--- config.mk ---
export PLATFORM = sky130hd
export DESIGN_NAME = glb_chunk_splitter_top
export DESIGN_NICKNAME = d
export VERILOG_FILES = /design/src/sv/glb_cs_pkg.sv /design/src/sv/glb_chunk_splitter_top.sv /design/src/sv/glb_cs_out_fifo.sv
export SDC_FILE = /design/constraint.sdc
export NUM_CORES = 1
export LEC_CHECK = 0
export ABC_AREA = 1
export BUFFER_PORTS_ARGS = -buffer_cell sky130_fd_sc_hd__clkbuf_2
export CELL_PAD_IN_SITES_DETAIL_PLACEMENT = 1
export CELL_PAD_IN_SITES_GLOBAL_PLACEMENT = 1
export CORE_ASPECT_RATIO = 2
export CORE_MARGIN = 2
export CORE_UTILIZATION = 35
export DETAILED_ROUTE_END_ITERATION = 10
export HOLD_SLACK_MARGIN = 0.12
export PLACE_DENSITY_LB_ADDON = 0.1
export SYNTH_ARGS = -nofsm -noshare
export SYNTH_HDL_FRONTEND = slang
export SYNTH_SLANG_ARGS = --single-unit
--- constraint.sdc ---
create_clock -name clk -period 5.5 [get_ports clk]
set_clock_uncertainty 0.2 [all_clocks]
set_input_delay 0.275 -clock clk [delete_from_list [all_inputs] [get_ports clk]]
set_output_delay 0.275 -clock clk [all_outputs]
set_load 0.05 [all_outputs]
--- src/sv/glb_cs_pkg.sv ---
// Shared constants and types for the GLB chunk splitter.
// No dependencies; used by glb_cs_out_fifo and glb_chunk_splitter_top.
package glb_cs_pkg;

	// Width of the chunk payload byte counter (16..32)
	localparam int LENGTH_BITS = 32;

	localparam logic [31:0] GLB_MAGIC  = 32'h4654_6C67;
	localparam logic [31:0] CHUNK_JSON = 32'h4E4F_534A;
	localparam logic [31:0] CHUNK_BIN  = 32'h004E_4942;

	localparam logic [3:0] FILE_HDR_LAST  = 4'd11;  // index of final file header byte
	localparam logic [3:0] CHUNK_HDR_LAST = 4'd7;   // index of final chunk header byte
	localparam logic [3:0] MAGIC_BYTES    = 4'd4;

	// parser phases
	localparam logic [2:0] PH_FILE_HDR  = 3'd0;
	localparam logic [2:0] PH_FIRST_HDR = 3'd1;
	localparam logic [2:0] PH_CHUNK_HDR = 3'd2;
	localparam logic [2:0] PH_PAYLOAD   = 3'd3;
	localparam logic [2:0] PH_IGNORE    = 3'd4;

	// payload routing
	localparam logic [1:0] ROUTE_SKIP = 2'd0;
	localparam logic [1:0] ROUTE_JSON = 2'd1;
	localparam logic [1:0] ROUTE_BIN  = 2'd2;

	// result kinds
	localparam logic [1:0] KIND_JSON   = 2'd0;
	localparam logic [1:0] KIND_BIN    = 2'd1;
	localparam logic [1:0] KIND_STATUS = 2'd2;

	// status codes
	localparam logic [1:0] ST_OK        = 2'd0;
	localparam logic [1:0] ST_NOT_GLB   = 2'd1;
	localparam logic [1:0] ST_TRUNCATED = 2'd2;
	localparam logic [1:0] ST_NO_JSON   = 2'd3;

	// output queue
	localparam int FIFO_DEPTH = 4;
	localparam int FIFO_AW    = $clog2(FIFO_DEPTH);
	localparam int FIFO_CW    = $clog2(FIFO_DEPTH + 1);

	typedef struct packed {
		logic [1:0] kind;
		logic [7:0] payload;
		logic [1:0] status;
		logic       last;
	} out_item_t;

	// up to two results per input byte, compacted: first_item is written first
	typedef struct packed {
		logic [1:0] count;
		out_item_t  first_item;
		out_item_t  second_item;
	} push_req_t;

endpackage

--- src/sv/glb_chunk_splitter_top.sv ---
// Top level of the GLB chunk splitter: byte parser and result queue.
// Depends on glb_cs_pkg and glb_cs_out_fifo.
//
// Takes a binary glTF file one byte per transfer (end_of_file on the final
// byte), checks the "glTF" magic in the 12-byte file header, then walks the
// 8-byte chunk headers. Payload bytes of the first JSON chunk come out with
// kind JSON, those of the first non-empty BIN chunk with kind BIN; every other
// chunk is dropped. The final byte of a file also yields one status transfer
// (kind STATUS, last=1): ok, not glb, truncated chunk or no JSON chunk, after
// which the parser rearms for the next file. Bytes already forwarded are never
// retracted. Rate: one input byte per cycle; the parser is combinational and feeds
// a 4-entry result queue, which registers the results. The output side moves
// one transfer per cycle while out_stall is low, and the final byte of a file
// can produce two transfers; the input stalls only when the queue cannot take
// two more results.
module glb_chunk_splitter_top (
	input  logic       clk,
	input  logic       arst_n,
	input  logic       in_valid,
	output logic       in_stall,
	input  logic [7:0] byte_in,
	input  logic       end_of_file,
	output logic       out_valid,
	input  logic       out_stall,
	output logic [1:0] kind,
	output logic [7:0] payload,
	output logic [1:0] status,
	output logic       last
);

	localparam int LB = glb_cs_pkg::LENGTH_BITS;

	// parser state
	logic [2:0]    phase_q;
	logic [3:0]    hdr_cnt_q;     // byte index inside file/chunk header
	logic          magic_good_q;
	logic [55:0]   hdr_shift_q;   // previous 7 chunk header bytes, little endian
	logic [LB-1:0] bytes_left_q;
	logic [1:0]    route_q;
	logic          json_taken_q;
	logic          bin_taken_q;

	// next-state values
	logic [2:0]    phase_d;
	logic [3:0]    hdr_cnt_d;
	logic          magic_good_d;
	logic [55:0]   hdr_shift_d;
	logic [LB-1:0] bytes_left_d;
	logic [1:0]    route_d;
	logic          json_taken_d;
	logic          bin_taken_d;

	logic          accept;
	logic          emit_payload;
	logic [1:0]    emit_kind;
	logic [1:0]    final_status;
	logic [31:0]   hdr_len;
	logic [31:0]   hdr_type;
	logic          len_oversize;
	logic [LB-1:0] left_dec;
	logic [7:0]    magic_byte;

	glb_cs_pkg::push_req_t push;
	glb_cs_pkg::out_item_t pay_item;
	glb_cs_pkg::out_item_t stat_item;
	glb_cs_pkg::out_item_t head;
	logic                  q_not_empty;
	logic                  q_room;
	logic                  pop;

	assign accept   = in_valid && !in_stall;
	assign in_stall = !q_room;

	// full chunk header once the eighth byte arrives
	assign hdr_len      = hdr_shift_q[31:0];
	assign hdr_type     = {byte_in, hdr_shift_q[55:32]};
	assign len_oversize = ((hdr_len >> LB) != 32'd0);
	assign left_dec     = (bytes_left_q != '0) ? (bytes_left_q - LB'(1)) : bytes_left_q;
	assign magic_byte   = glb_cs_pkg::GLB_MAGIC[{hdr_cnt_q[1:0], 3'b000} +: 8];

	always_comb begin
		phase_d      = phase_q;
		hdr_cnt_d    = hdr_cnt_q;
		magic_good_d = magic_good_q;
		hdr_shift_d  = hdr_shift_q;
		bytes_left_d = bytes_left_q;
		route_d      = route_q;
		json_taken_d = json_taken_q;
		bin_taken_d  = bin_taken_q;
		emit_payload = 1'b0;
		emit_kind    = glb_cs_pkg::KIND_JSON;
		final_status = glb_cs_pkg::ST_OK;

		unique case (phase_q) inside
			glb_cs_pkg::PH_FILE_HDR: begin
				if (hdr_cnt_q < glb_cs_pkg::MAGIC_BYTES && byte_in != magic_byte) begin
					magic_good_d = 1'b0;
				end
				hdr_cnt_d = hdr_cnt_q + 4'd1;
				if (hdr_cnt_q == glb_cs_pkg::FILE_HDR_LAST) begin
					hdr_cnt_d   = '0;
					hdr_shift_d = '0;
					phase_d     = magic_good_d ? glb_cs_pkg::PH_FIRST_HDR
						: glb_cs_pkg::PH_IGNORE;
				end
			end
			glb_cs_pkg::PH_FIRST_HDR, glb_cs_pkg::PH_CHUNK_HDR: begin
				hdr_shift_d = {byte_in, hdr_shift_q[55:8]};
				hdr_cnt_d   = hdr_cnt_q + 4'd1;
				if (hdr_cnt_q == glb_cs_pkg::CHUNK_HDR_LAST) begin
					hdr_cnt_d   = '0;
					hdr_shift_d = '0;
					if (len_oversize) begin
						phase_d = glb_cs_pkg::PH_IGNORE;
						route_d = glb_cs_pkg::ROUTE_SKIP;
					end else begin
						if (hdr_type == glb_cs_pkg::CHUNK_JSON && !json_taken_q) begin
							route_d      = glb_cs_pkg::ROUTE_JSON;
							json_taken_d = 1'b1;
						end else if (hdr_type == glb_cs_pkg::CHUNK_BIN && !bin_taken_q
							&& hdr_len != 32'd0) begin
							route_d     = glb_cs_pkg::ROUTE_BIN;
							bin_taken_d = 1'b1;
						end else begin
							route_d = glb_cs_pkg::ROUTE_SKIP;
						end
						bytes_left_d = hdr_len[LB-1:0];
						phase_d      = (hdr_len != 32'd0) ? glb_cs_pkg::PH_PAYLOAD
							: glb_cs_pkg::PH_CHUNK_HDR;
					end
				end
			end
			glb_cs_pkg::PH_PAYLOAD: begin
				if (route_q == glb_cs_pkg::ROUTE_JSON) begin
					emit_payload = 1'b1;
					emit_kind    = glb_cs_pkg::KIND_JSON;
				end else if (route_q == glb_cs_pkg::ROUTE_BIN) begin
					emit_payload = 1'b1;
					emit_kind    = glb_cs_pkg::KIND_BIN;
				end
				bytes_left_d = left_dec;
				if (left_dec == '0) begin
					phase_d     = glb_cs_pkg::PH_CHUNK_HDR;
					hdr_cnt_d   = '0;
					hdr_shift_d = '0;
					route_d     = glb_cs_pkg::ROUTE_SKIP;
				end
			end
			default: begin
				phase_d = glb_cs_pkg::PH_IGNORE;
			end
		endcase

		// status from the state this byte leaves behind
		if (phase_d == glb_cs_pkg::PH_FILE_HDR || phase_d == glb_cs_pkg::PH_FIRST_HDR) begin
			final_status = glb_cs_pkg::ST_NOT_GLB;
		end else if (phase_d == glb_cs_pkg::PH_IGNORE) begin
			final_status = magic_good_d ? glb_cs_pkg::ST_TRUNCATED
				: glb_cs_pkg::ST_NOT_GLB;
		end else if (phase_d == glb_cs_pkg::PH_PAYLOAD) begin
			final_status = glb_cs_pkg::ST_TRUNCATED;
		end else begin
			final_status = json_taken_d ? glb_cs_pkg::ST_OK : glb_cs_pkg::ST_NO_JSON;
		end
	end

	always_ff @(posedge clk or negedge arst_n) begin
		if (!arst_n) begin
			phase_q      <= glb_cs_pkg::PH_FILE_HDR;
			hdr_cnt_q    <= '0;
			magic_good_q <= 1'b1;
			hdr_shift_q  <= '0;
			bytes_left_q <= '0;
			route_q      <= glb_cs_pkg::ROUTE_SKIP;
			json_taken_q <= 1'b0;
			bin_taken_q  <= 1'b0;
		end else if (accept) begin
			if (end_of_file) begin
				// rearm for the next file
				phase_q      <= glb_cs_pkg::PH_FILE_HDR;
				hdr_cnt_q    <= '0;
				magic_good_q <= 1'b1;
				hdr_shift_q  <= '0;
				bytes_left_q <= '0;
				route_q      <= glb_cs_pkg::ROUTE_SKIP;
				json_taken_q <= 1'b0;
				bin_taken_q  <= 1'b0;
			end else begin
				phase_q      <= phase_d;
				hdr_cnt_q    <= hdr_cnt_d;
				magic_good_q <= magic_good_d;
				hdr_shift_q  <= hdr_shift_d;
				bytes_left_q <= bytes_left_d;
				route_q      <= route_d;
				json_taken_q <= json_taken_d;
				bin_taken_q  <= bin_taken_d;
			end
		end
	end

	// result items; payload item (if any) goes ahead of the status item
	always_comb begin
		pay_item.kind    = emit_kind;
		pay_item.payload = byte_in;
		pay_item.status  = glb_cs_pkg::ST_OK;
		pay_item.last    = 1'b0;

		stat_item.kind    = glb_cs_pkg::KIND_STATUS;
		stat_item.payload = 8'd0;
		stat_item.status  = final_status;
		stat_item.last    = 1'b1;

		push.first_item  = emit_payload ? pay_item : stat_item;
		push.second_item = stat_item;
		push.count       = accept ? (2'(emit_payload) + 2'(end_of_file)) : 2'd0;
	end

	assign pop = out_valid && !out_stall;

	glb_cs_out_fifo u_out_fifo (
		.clk       (clk),
		.arst_n    (arst_n),
		.push      (push),
		.pop       (pop),
		.not_empty (q_not_empty),
		.has_room  (q_room),
		.head      (head)
	);

	assign out_valid = q_not_empty;
	assign kind      = head.kind;
	assign payload   = head.payload;
	assign status    = head.status;
	assign last      = head.last;

	a_rearm_after_eof: assert property (@(posedge clk) disable iff (!arst_n)
		(accept && end_of_file) |=>
		(phase_q == glb_cs_pkg::PH_FILE_HDR && hdr_cnt_q == '0 && !json_taken_q))
		else $error("parser did not rearm after end of file");

	a_payload_only_in_payload_phase: assert property (@(posedge clk) disable iff (!arst_n)
		emit_payload |-> (phase_q == glb_cs_pkg::PH_PAYLOAD && bytes_left_q != '0))
		else $error("payload emitted outside a counted chunk");

	a_status_is_last: assert property (@(posedge clk) disable iff (!arst_n)
		out_valid |-> ((kind == glb_cs_pkg::KIND_STATUS) == last))
		else $error("last flag does not match status item");

endmodule

--- src/sv/glb_cs_out_fifo.sv ---
// Result queue for the GLB chunk splitter: takes up to two items a cycle,
// hands out one. Depends on glb_cs_pkg.
module glb_cs_out_fifo (
	input  logic                  clk,
	input  logic                  arst_n,
	input  glb_cs_pkg::push_req_t push,
	input  logic                  pop,
	output logic                  not_empty,
	output logic                  has_room,
	output glb_cs_pkg::out_item_t head
);

	glb_cs_pkg::out_item_t              mem_q [glb_cs_pkg::FIFO_DEPTH];
	logic [glb_cs_pkg::FIFO_AW-1:0]     wr_ptr_q;
	logic [glb_cs_pkg::FIFO_AW-1:0]     rd_ptr_q;
	logic [glb_cs_pkg::FIFO_CW-1:0]     count_q;
	logic [glb_cs_pkg::FIFO_AW-1:0]     wr_ptr_next;

	assign wr_ptr_next = wr_ptr_q + glb_cs_pkg::FIFO_AW'(1);
	assign not_empty   = (count_q != '0);
	// room for a full two-item push
	assign has_room    = (count_q <= glb_cs_pkg::FIFO_CW'(glb_cs_pkg::FIFO_DEPTH - 2));
	assign head        = mem_q[rd_ptr_q];

	always_ff @(posedge clk) begin
		if (push.count != 2'd0) begin
			mem_q[wr_ptr_q] <= push.first_item;
		end
		if (push.count == 2'd2) begin
			mem_q[wr_ptr_next] <= push.second_item;
		end
	end

	always_ff @(posedge clk or negedge arst_n) begin
		if (!arst_n) begin
			wr_ptr_q <= '0;
			rd_ptr_q <= '0;
			count_q  <= '0;
		end else begin
			wr_ptr_q <= wr_ptr_q + glb_cs_pkg::FIFO_AW'(push.count);
			if (pop) begin
				rd_ptr_q <= rd_ptr_q + glb_cs_pkg::FIFO_AW'(1);
			end
			count_q <= count_q + glb_cs_pkg::FIFO_CW'(push.count)
				- glb_cs_pkg::FIFO_CW'(pop);
		end
	end

	a_no_overflow: assert property (@(posedge clk) disable iff (!arst_n)
		(count_q + glb_cs_pkg::FIFO_CW'(push.count) - glb_cs_pkg::FIFO_CW'(pop))
		<= glb_cs_pkg::FIFO_CW'(glb_cs_pkg::FIFO_DEPTH))
		else $error("result queue overflow");

	a_no_underflow: assert property (@(posedge clk) disable iff (!arst_n)
		pop |-> not_empty)
		else $error("result queue popped while empty");

endmodule

Yosys cells after proc, flatten, opt, wreduce, memory -nomap -nowiden
Memories as Yosys holds them, arrays and structs flattened.
Index checks and enable logic that the tools add are counted.
W data, S select, Z words.

word-level totals
  register bits = 107
  latch bits = 0
  memory bits (writable) = 52
  ROM bits = 0
  input port bits = 13
  output and inout port bits = 15
  word-level logic and storage cells = 127
  memories kept = 1

memory list
  memory            words  width  read ports  clocked after Yosys merged registers in  write ports  line                   source
  u_out_fifo.mem_q  4      13     1           0                                        2            glb_cs_out_fifo.sv:13  glb_cs_pkg::out_item_t mem_q [glb_cs_pkg::FIFO_DEPTH];

operators by class
  add/subtract/negate cells = 8
  multiply operators = 0
  divide/modulo/power cells = 0
  $lt $le $gt $ge = 2
  equal/unequal tests = 18
  shift-type cells = 1
  multiplexer cells = 57
  bitwise gates (word level) = 0
  reductions and logical operators = 29

operator list
  kind                       count
  $mux W56                   4
  $pmux W56 S3               1
  $mux W32                   3
  $pmux W32 S2               1
  $reduce_bool A32 Y1        2
  $eq A32 B23 Y1 const B     1
  $eq A32 B31 Y1 const B     1
  $logic_not A32 Y1          1
  $shiftx A32 B6 Y8 const A  1
  $sub A32 B1 Y32 const B    1
  $mux W1                    24
  $mux W2                    11
  $mux W4                    4
  $mux W3                    5
  $mux W13                   1
  $pmux W4 S3                1
  $eq A3 B2 Y1 const B       3
  $pmux W3 S3                1
  $ne A8 B8 Y1               1
  $reduce_and A4 Y1          2
  $reduce_bool A2 Y1         4
  $eq A3 B1 Y1 const B       2
  $logic_and A1 B1 Y1        6
  $logic_not A3 Y1           2
  other kinds (24)           32

Longest topological paths before layout
Gate-level depths: netlist (run 1).

  word-level depth = 13
  gate-level depth with buffers = 23
  depth with buffers taken out = 22

Modules after synthesis
A second synthesis (run 1) with hierarchy kept.

unflattened totals
  cells, all modules = 1,344
  area, all modules = 9,781.9 um2

by module, submodules not included
  module                  instances  cells each  area each (um2)  sequential area each (um2)
  glb_chunk_splitter_top  1          923         6,463.7          2,503.7
  glb_cs_out_fifo         1          421         3,318.2          1,736.7

Least setup slack after synthesis (run 1)
No wires, ideal clock.

  path type = reg2reg
  start = register phase_q[2]
  end = register u_out_fifo.count_q[2] (netlist name)
  arrival = 2,908 ps
  slack = 2,264 ps
  stages on the path, launching flop included = 13
  path buffers = 1
  period minus slack after synthesis = 3,236 ps
  cells stage by stage = dfrtp_1 clkbuf_1 nor2_1 clkinv_1 nor2_1 ha_1 inv_1 nor2_1 inv_1 ha_1 fa_1 xnor2_1 xor2_1

between the ends
  cells in the longest elaborated chain, start to end = 6

RTL lines
  what                    line                           source
  from (decl)             glb_chunk_splitter_top.sv:34   logic [2:0] phase_q;
  from (signal assigned)  glb_chunk_splitter_top.sv:169  phase_q <= glb_cs_pkg::PH_FILE_HDR;
  from (signal assigned)  glb_chunk_splitter_top.sv:180  phase_q <= glb_cs_pkg::PH_FILE_HDR;
  from (signal assigned)  glb_chunk_splitter_top.sv:189  phase_q <= phase_d;
  $eq A3 B2 Y1 (no line)  n/a
  $mux W1                 glb_chunk_splitter_top.sv:94   unique case (phase_q) inside
  $add A1 B1 Y2           glb_chunk_splitter_top.sv:215  push.count = accept ? (2'(emit_payload) + 2'(end_of_file)) : 2'd0;
  $mux W2                 glb_chunk_splitter_top.sv:215
  $add A3 B2 Y3           glb_cs_out_fifo.sv:44          count_q <= count_q + glb_cs_pkg::FIFO_CW'(push.count)
  $sub A3 B1 Y3           glb_cs_out_fifo.sv:45          - glb_cs_pkg::FIFO_CW'(pop);
  to (signal assigned)    glb_cs_out_fifo.sv:44
  to (decl)               glb_cs_out_fifo.sv:16          logic [glb_cs_pkg::FIFO_CW-1:0] count_q;

Every way passes these cells.
A chain may end at the register's enable or synchronous reset.

Worst setup path after layout (run 1)
  start = register bytes_left_q[2]
  end = register hdr_shift_q[35]

between the ends
  cells in the longest elaborated chain, start to end = 5
  elaborated cells on any way between the ends = 6
  those cells by class = add/sub: 1; eq/ne: 1; mux: 1; reduce/logical: 3

RTL lines
  what                                                    line                           source
  from (decl)                                             glb_chunk_splitter_top.sv:38   logic [LB-1:0] bytes_left_q;
  from (signal assigned)                                  glb_chunk_splitter_top.sv:193  bytes_left_q <= bytes_left_d;
  $sub A32 B1 Y32 or $reduce_bool A32 Y1 (tied branches)  glb_chunk_splitter_top.sv:78   assign left_dec = (bytes_left_q != '0) ? (bytes_left_q - LB'(1)) : bytes_left_q;
  $mux W32 (*)                                            glb_chunk_splitter_top.sv:78
  $logic_not A32 Y1 (*)                                   glb_chunk_splitter_top.sv:142  if (left_dec == '0) begin
  $ne A3 B2 Y1 (no line) (*)                              n/a
  $reduce_and A4 Y1 (no line) (*)                         n/a
  to (signal assigned)                                    glb_chunk_splitter_top.sv:192  hdr_shift_q <= hdr_shift_d;
  to (decl)                                               glb_chunk_splitter_top.sv:37   logic [55:0] hdr_shift_q;

Mark *: on every way between the ends. The rest lies on a longest branch, timed or not.

==> flow_summary_export.csv, run 1 <==
group,metric,value,unit
drt,via_count,7972,
logic_synthesis,synth_cells,1183,
grt,grt_max_degree,113,
clock_network,htreeDepth,4,
worst_hold_path,min_to,"u_out_fifo.mem_q[1][0]",
clock_network,numCtsBuffers,17,
logic_synthesis,synth_fp_nets,1208,
logic_synthesis,syn_avg_cell_area,7.278,sq um
clock_network,clock_path_buffers,2,
worst_hold_path,hold_path.startpoint,"u_out_fifo.mem_q[1][0]",
drt,drt_iter0_markers,425,
critical_path,r2r_start,"bytes_left_q[2]",
power,finalPower,5591,uW
critical_path,arrival,4.33,ns
sta,fin_crit,4.188,ns
floorplan,die_y,225.8,um
layout,finalNetCount,1227,
layout,fillerInstances,3065,
sta,setup_violations,0,
grt,grt_first_pass_wirelength,47440,um
place,placed_cell_area,8982,sq um
worst_hold_path,hold_path_class,"reg2reg",
logic_synthesis,ys_warn_count,0,
power,power_density,579.9,nW/um^2
critical_path,path_class,"reg2reg",
clock_network,post_cts_buffers,0,
drt,routed_wl,29780,um
floorplan,initial_core_util,35.40,%
power,peakVddDrop,0.4334,mV
worst_hold_path,hold_depth,2,
grt,first_global_vias,8586,
place,dp_hpwl,22570,um
sta,holdWs,0.2562,ns
sta,fmax,238.8,MHz
layout,synthToLayoutAreaGrowth,11.98,%
place,place.port_buffers,27,
drt,wl_per_cell,19.79,um
drt,first_pass_iters,4,
critical_path,worst_r2r_endpoint,"hdr_shift_q[35]",
clock_network,cts_root_buf,"clkbuf_16",
sta,worst_pin_slew,1.187,ns
clock_network,clk_pin_slew_worst_paths,0.07,ns
logic_synthesis,syn_area,8610,sq um
run_status,status,"complete, no violations",
logic_synthesis,synth.distinct_cells,41,
layout,utilization,39.63,%
sta,fin_setup_tns,0,ns
logic_synthesis,ys_seq_elements,155,
drt,vias_per_cell,5.297,
layout,antennaDiodeCount,0,
flow_run,cap_violations,0,
floorplan,die-area,25950,sq um
grt,overflow,0,
grt,grt_usage,24.41,%
floorplan,ios,28,
critical_path,path_max_fanout,112,
drt,drcViolationCount,0,
critical_path,r2r_setup_slack,1.31,ns
critical_path,rr_worst_depth,18,
grt,antenna_found_initial,0,
layout,fin_area,9641,sq um
critical_path,crit_path_start_kind,"register",
sta,rsz0062_at_grt,"false",
power,p_leak,0.004439,uW
sta,slew_headroom,20.86,%
critical_path,cp-end-kind,"register",
place,gp_routability_congestion,0.8348,
clock_network,insertion_delay,0.45,ns
floorplan,num_rows,81,
floorplan,fp.coreArea,24320,sq um
floorplan,die_w,114.9,um
sta,fin_crit_sh,76.14,%
clock_network,cts_tree,"yes",
sta,finalMaxSlewViolations,0,
clock_network,cts_sinks,155,
sta,hold_viol,0,
critical_path,cp.required,5.65,ns
drt,drt.antenna.violating_nets,0,
layout,drive_above_1_share,8.642,%
logic_synthesis,yosysSeqAreaShare,43.21,%
[synth_stat cells, drive strengths merged]
cell type | instances | share of area [%]
dfstp | 1 | 0.31
nand3 | 29 | 1.8
dfxtp | 40 | 9.3
o31ai | 43 | 4.9
a211oi | 4 | 0.35
clkbuf | 29 | 1.3
or2 | 2 | 0.15
dfrtp | 106 | 31
o32ai | 7 | 0.71
a22oi | 1 | 0.087
a21oi | 69 | 4.0
edfxtp | 8 | 2.8
o21ai | 119 | 6.9
nor3 | 12 | 0.70
xor2 | 11 | 1.1
xnor2 | 3 | 0.31
buf | 20 | 1.5
a31oi | 5 | 0.36
nor2 | 184 | 8.5
inv | 124 | 5.4
nand4 | 23 | 1.7
ha | 11 | 1.6
clkinv | 4 | 0.17
nor4 | 8 | 0.58
and3 | 1 | 0.073
nand2 | 305 | 13
fa | 1 | 0.23
o22ai | 11 | 0.80
o2111ai | 1 | 0.10
o211ai | 1 | 0.087
[repair_timing]
item / CTS / global route
resized for setup: 0 / 0
hold buffers: 11 / 0
endpoints found under the hold margin: 78 / 0
[flip-flops by register name, summed over array words and instances (netlist names)]
name and count:
hdr_shift_q 56, u_out_fifo.mem_q 48, bytes_left_q 32, hdr_cnt_q 4, phase_q 3, u_out_fifo.count_q 3
route_q 2, u_out_fifo.rd_ptr_q 2, u_out_fifo.wr_ptr_q 2, bin_taken_q 1, json_taken_q 1, magic_good_q 1
[per-layer routing]
layer  wire length, um  share of wire, %  vias up  track usage (%)
met2             17490                59      115            49.26
met3               572               1.9       39            3.596
met5                 0                 0        -                0
li1                  -                 -     3923                -
met4              1069               3.6        0            10.03
met1             10650                36     3895            23.67
[layout make-up]
class,count,area [sq um],area share (%)
clock buffer,18,439.2,4.555
inverter,128,480.5,4.984
tap,290,362.8,3.764
timing repair buffer,49,330.3,3.426
sequential,155,3720,38.59
clock inverter,14,108.9,1.129
multi-input combinational,851,4199,43.56
[power by group]
group	switching, uW	internal (uW)
logic	2060	821
clock network	536	597
registers	196	1390
[cell families after synthesis]
family / Yosys count / synth area share, %
AOI/OAI and AO/OA: 261 / 18.34
xor gates and xnor gates: 14 / 1.424
adders and majority gates: 12 / 1.831
DFF: 155 / 43.21
and+or+nand+nor: 564 / 26.86
buffers and inverters: 177 / 8.342
[worst max-delay path by stage]
stage / from / end / slack (ns)
floorplan: phase_q[2] / u_out_fifo.count_q[2] / 2.26
global placement: bytes_left_q[2] / hdr_shift_q[39] / 1.46
detailed placement: bytes_left_q[2] / hdr_shift_q[46] / 1.37
CTS: bytes_left_q[2] / hdr_shift_q[35] / 1.30
global route: bytes_left_q[2] / hdr_shift_q[35] / 0.92
finish: bytes_left_q[2] / hdr_shift_q[35] / 1.31
[cells in the final DEF, fill, tap and decap left out, drive strengths merged, types with 8 or more instances in the layout]
cell	synthesis	routed
a21oi	69	69
buf	20	12
clkbuf	29	44
clkinv	4	11
dfrtp	106	106
dfxtp	40	40
dlygate4sd3	0	11
edfxtp	8	8
ha	11	11
inv	124	131
nand2	305	305
nand3	29	29
nand4	23	23
nor2	184	184
nor3	12	12
nor4	8	8
o21ai	119	119
o22ai	11	11
o31ai	43	43
xor2	11	11
[critical path: stages, from the launching register on]
cell and delay (ns):
dfrtp_1 0.45, inv_1 0.11, nand3_1 0.22, nor2_1 0.65, nand2_1 0.24, nor2_1 0.16, nand2_1 0.06, nand2_1 0.06
nand2_1 0.06, nand2_1 0.09, nor2_1 0.08, nand2_1 0.07, nor2_1 0.06, nand2_1 0.12, nand3_2 0.13, nand3_4 0.08
buf_4 0.88, nand2_1 0.19, o31ai_2 0.12
[through the flow]
stage / worst slack [ns] / std cells
after floorplan: 2.264 / 1183
after global placement: 1.457 / 1462
after detailed placement: 1.368 / 1462
after CTS: 1.299 / 1505
after global routing: 0.9157 / 1505
final: 1.312 / 1505
No activity file was read; power rests on OpenSTA's default activity.
==> run 2, diff against run 1 <==
clock period = 3.4 ns   (was 5.5 ns; I/O delays follow)
==> flow_summary_export.csv, run 2 (synthesized netlist as in run 1, its figures left out) <==
group,metric,value,unit
drt,drt.antenna.violating_nets,0,
critical_path,arrival,3.25,ns
flow_run,cap_violations,0,
grt,grt_max_degree,62,
critical_path,path_class,"reg2reg",
layout,layout_commonest_cell,"nand2_1",
sta,setup_ws,0.2841,ns
drt,vias_per_cell,5.296,
grt,antenna_found_initial,0,
clock_network,cts_root_buf,"clkbuf_16",
grt,grt_first_pass_wirelength,48360,um
place,gp_routability_congestion,0.9717,
floorplan,ios,28,
clock_network,clock_path_buffers,2,
floorplan,num_rows,81,
critical_path,path_max_fanout,24,
floorplan,fp.coreArea,24320,sq um
sta,slew_headroom,47.60,%
clock_network,cts_tree,"yes",
power,p_leak,0.004643,uW
clock_network,htreeDepth,4,
grt,grt_usage,25.23,%
drt,drt_iter0_markers,322,
sta,hold_viol,0,
sta,finalMaxSlewViolations,0,
drt,via_count,8130,
critical_path,rr_worst_depth,17,
worst_hold_path,hold_path_class,"in2reg",
layout,largest_reg_flops,56,
drt,wl_per_cell,20.21,um
clock_network,insertion_delay,0.45,ns
floorplan,initial_core_util,35.40,%
drt,drcViolationCount,0,
drt,routed_wl,31030,um
grt,overflow,0,
sta,holdWs,0.1168,ns
place,dp_hpwl,24350,um
critical_path,cp.required,3.54,ns
floorplan,die_y,225.8,um
layout,largest-register,"hdr_shift_q",
layout,fillerInstances,3038,
layout,finalNetCount,1258,
floorplan,die_w,114.9,um
sta,fin_crit_sh,91.64,%
power,power_density,949.4,nW/um^2
grt,first_global_vias,8830,
place,dp_slack,0.02564,ns
layout,reg_top3,"hdr_shift_q (56), u_out_fifo.mem_q (48), bytes_left_q (32)",
critical_path,cp-end-kind,"register",
sta,setup_violations,0,
sta,worst_pin_slew,0.7860,ns
clock_network,clk_pin_slew_worst_paths,0.06,ns
critical_path,crit_path_start_kind,"register",
layout,synthToLayoutAreaGrowth,16.71,%
layout,drive_above_1_share,12.93,%
worst_hold_path,hold_depth,4,
run_status,status,"complete, no violations",
clock_network,numCtsBuffers,17,
sta,fmax,320.9,MHz
layout,antennaDiodeCount,0,
layout,final_cell_mix,"nand2_1, nor2_1, inv_1",
drt,first_pass_iters,5,
power,peakVddDrop,0.6042,mV
sta,fin_crit,3.116,ns
clock_network,cts_sinks,155,
place,place.port_buffers,27,
floorplan,die-area,25950,sq um
run 2: cell types whose count changed in the layout (fill, tap and decap cells not counted), moves of 3 or more:
cell,previous run,this run
dfrtp_1,106,102
inv_6,6,0
nor2_4,3,11
nor2_2,1,10
clkbuf_16,17,20
buf_4,12,41
dfrtp_2,0,4
nor2_1,179,162
run 2: worst max-delay path, cell delays in order, from the launching register on:
cell and delay [ns]:
dfrtp_1 0.46, nor2_4 0.17, nand2_1 0.13, nor2_4 0.18
nand2_2 0.10, nor2_4 0.14, inv_4 0.13, buf_4 0.18
o21ai_0 0.10, nand2_1 0.09, nor2_1 0.13, nand2_1 0.08
nor2_1 0.09, nand2_1 0.10, nand3_2 0.12, nand3_4 0.10
buf_4 0.24, o31ai_1 0.24
run 2: metal layers:
metal  track usage [%]  vias to the layer above  wire [um]
met5                 0                        -          0
met3             3.355                       80        490
met2             49.11                      133      17860
met1             23.03                     3942      10500
li1                  -                     3975          -
met4             17.88                        0       2179
run 2: power by group:
part / switching, uW / leakage (uW) / internal [uW]
Combinational: 3550 / 0.00248 / 1580
Sequential: 272 / 0.00187 / 2240
Clock: 816 / 0.000289 / 1080
Total: 4640 / 0.00464 / 4900
run 2: layout make-up:
type | instances | area (sq um) | share of cell area, %
timing repair buffer | 80 | 588.1 | 5.852
clock inverter | 8 | 56.30 | 0.5603
tap | 290 | 362.8 | 3.611
sequential | 155 | 3725 | 37.07
multi-input combinational | 851 | 4312 | 42.91
clock buffer | 23 | 521.8 | 5.192
inverter | 128 | 483.0 | 4.806
run 2: path summary, 6_finish.rpt:
kind | start | endpoint | slack, ns
max in group asynchronous | arst_n | magic_good_q | 2.02
hold reg to reg | u_out_fifo.mem_q[2][0] | u_out_fifo.mem_q[2][0] | 0.25
setup reg to reg | bytes_left_q[15] | hdr_shift_q[14] | 0.28
min in group asynchronous | arst_n | bytes_left_q[25] | 0.13
setup / recovery | bytes_left_q[15] | hdr_shift_q[14] | 0.28
hold / removal | in_valid | u_out_fifo.wr_ptr_q[1] | 0.12
run 2: timing repair:
action | 4_1_cts | 5_1_grt
setup endpoints to repair | 0 | 70
hold endpoints to repair | 81 | 0
buffers inserted | 0 | 3
hold buffers | 11 | 0
gates resized for setup | 0 | 40
run 2: per-stage QoR:
step	power, uW	cell area [sq um]	TNS (ns)	cells	util [%]
2_1_floorplan	6027	8610	0	1183	-
3_3_place_gp	7551	9218	0	1490	37.90
3_5_place_dp	7589	9218	0	1490	37.90
4_1_cts	9529	9906	0	1532	40.73
5_1_grt	10330	10050	-0.07108	1535	41.31
6_report	9540	10050	0	1535	41.31
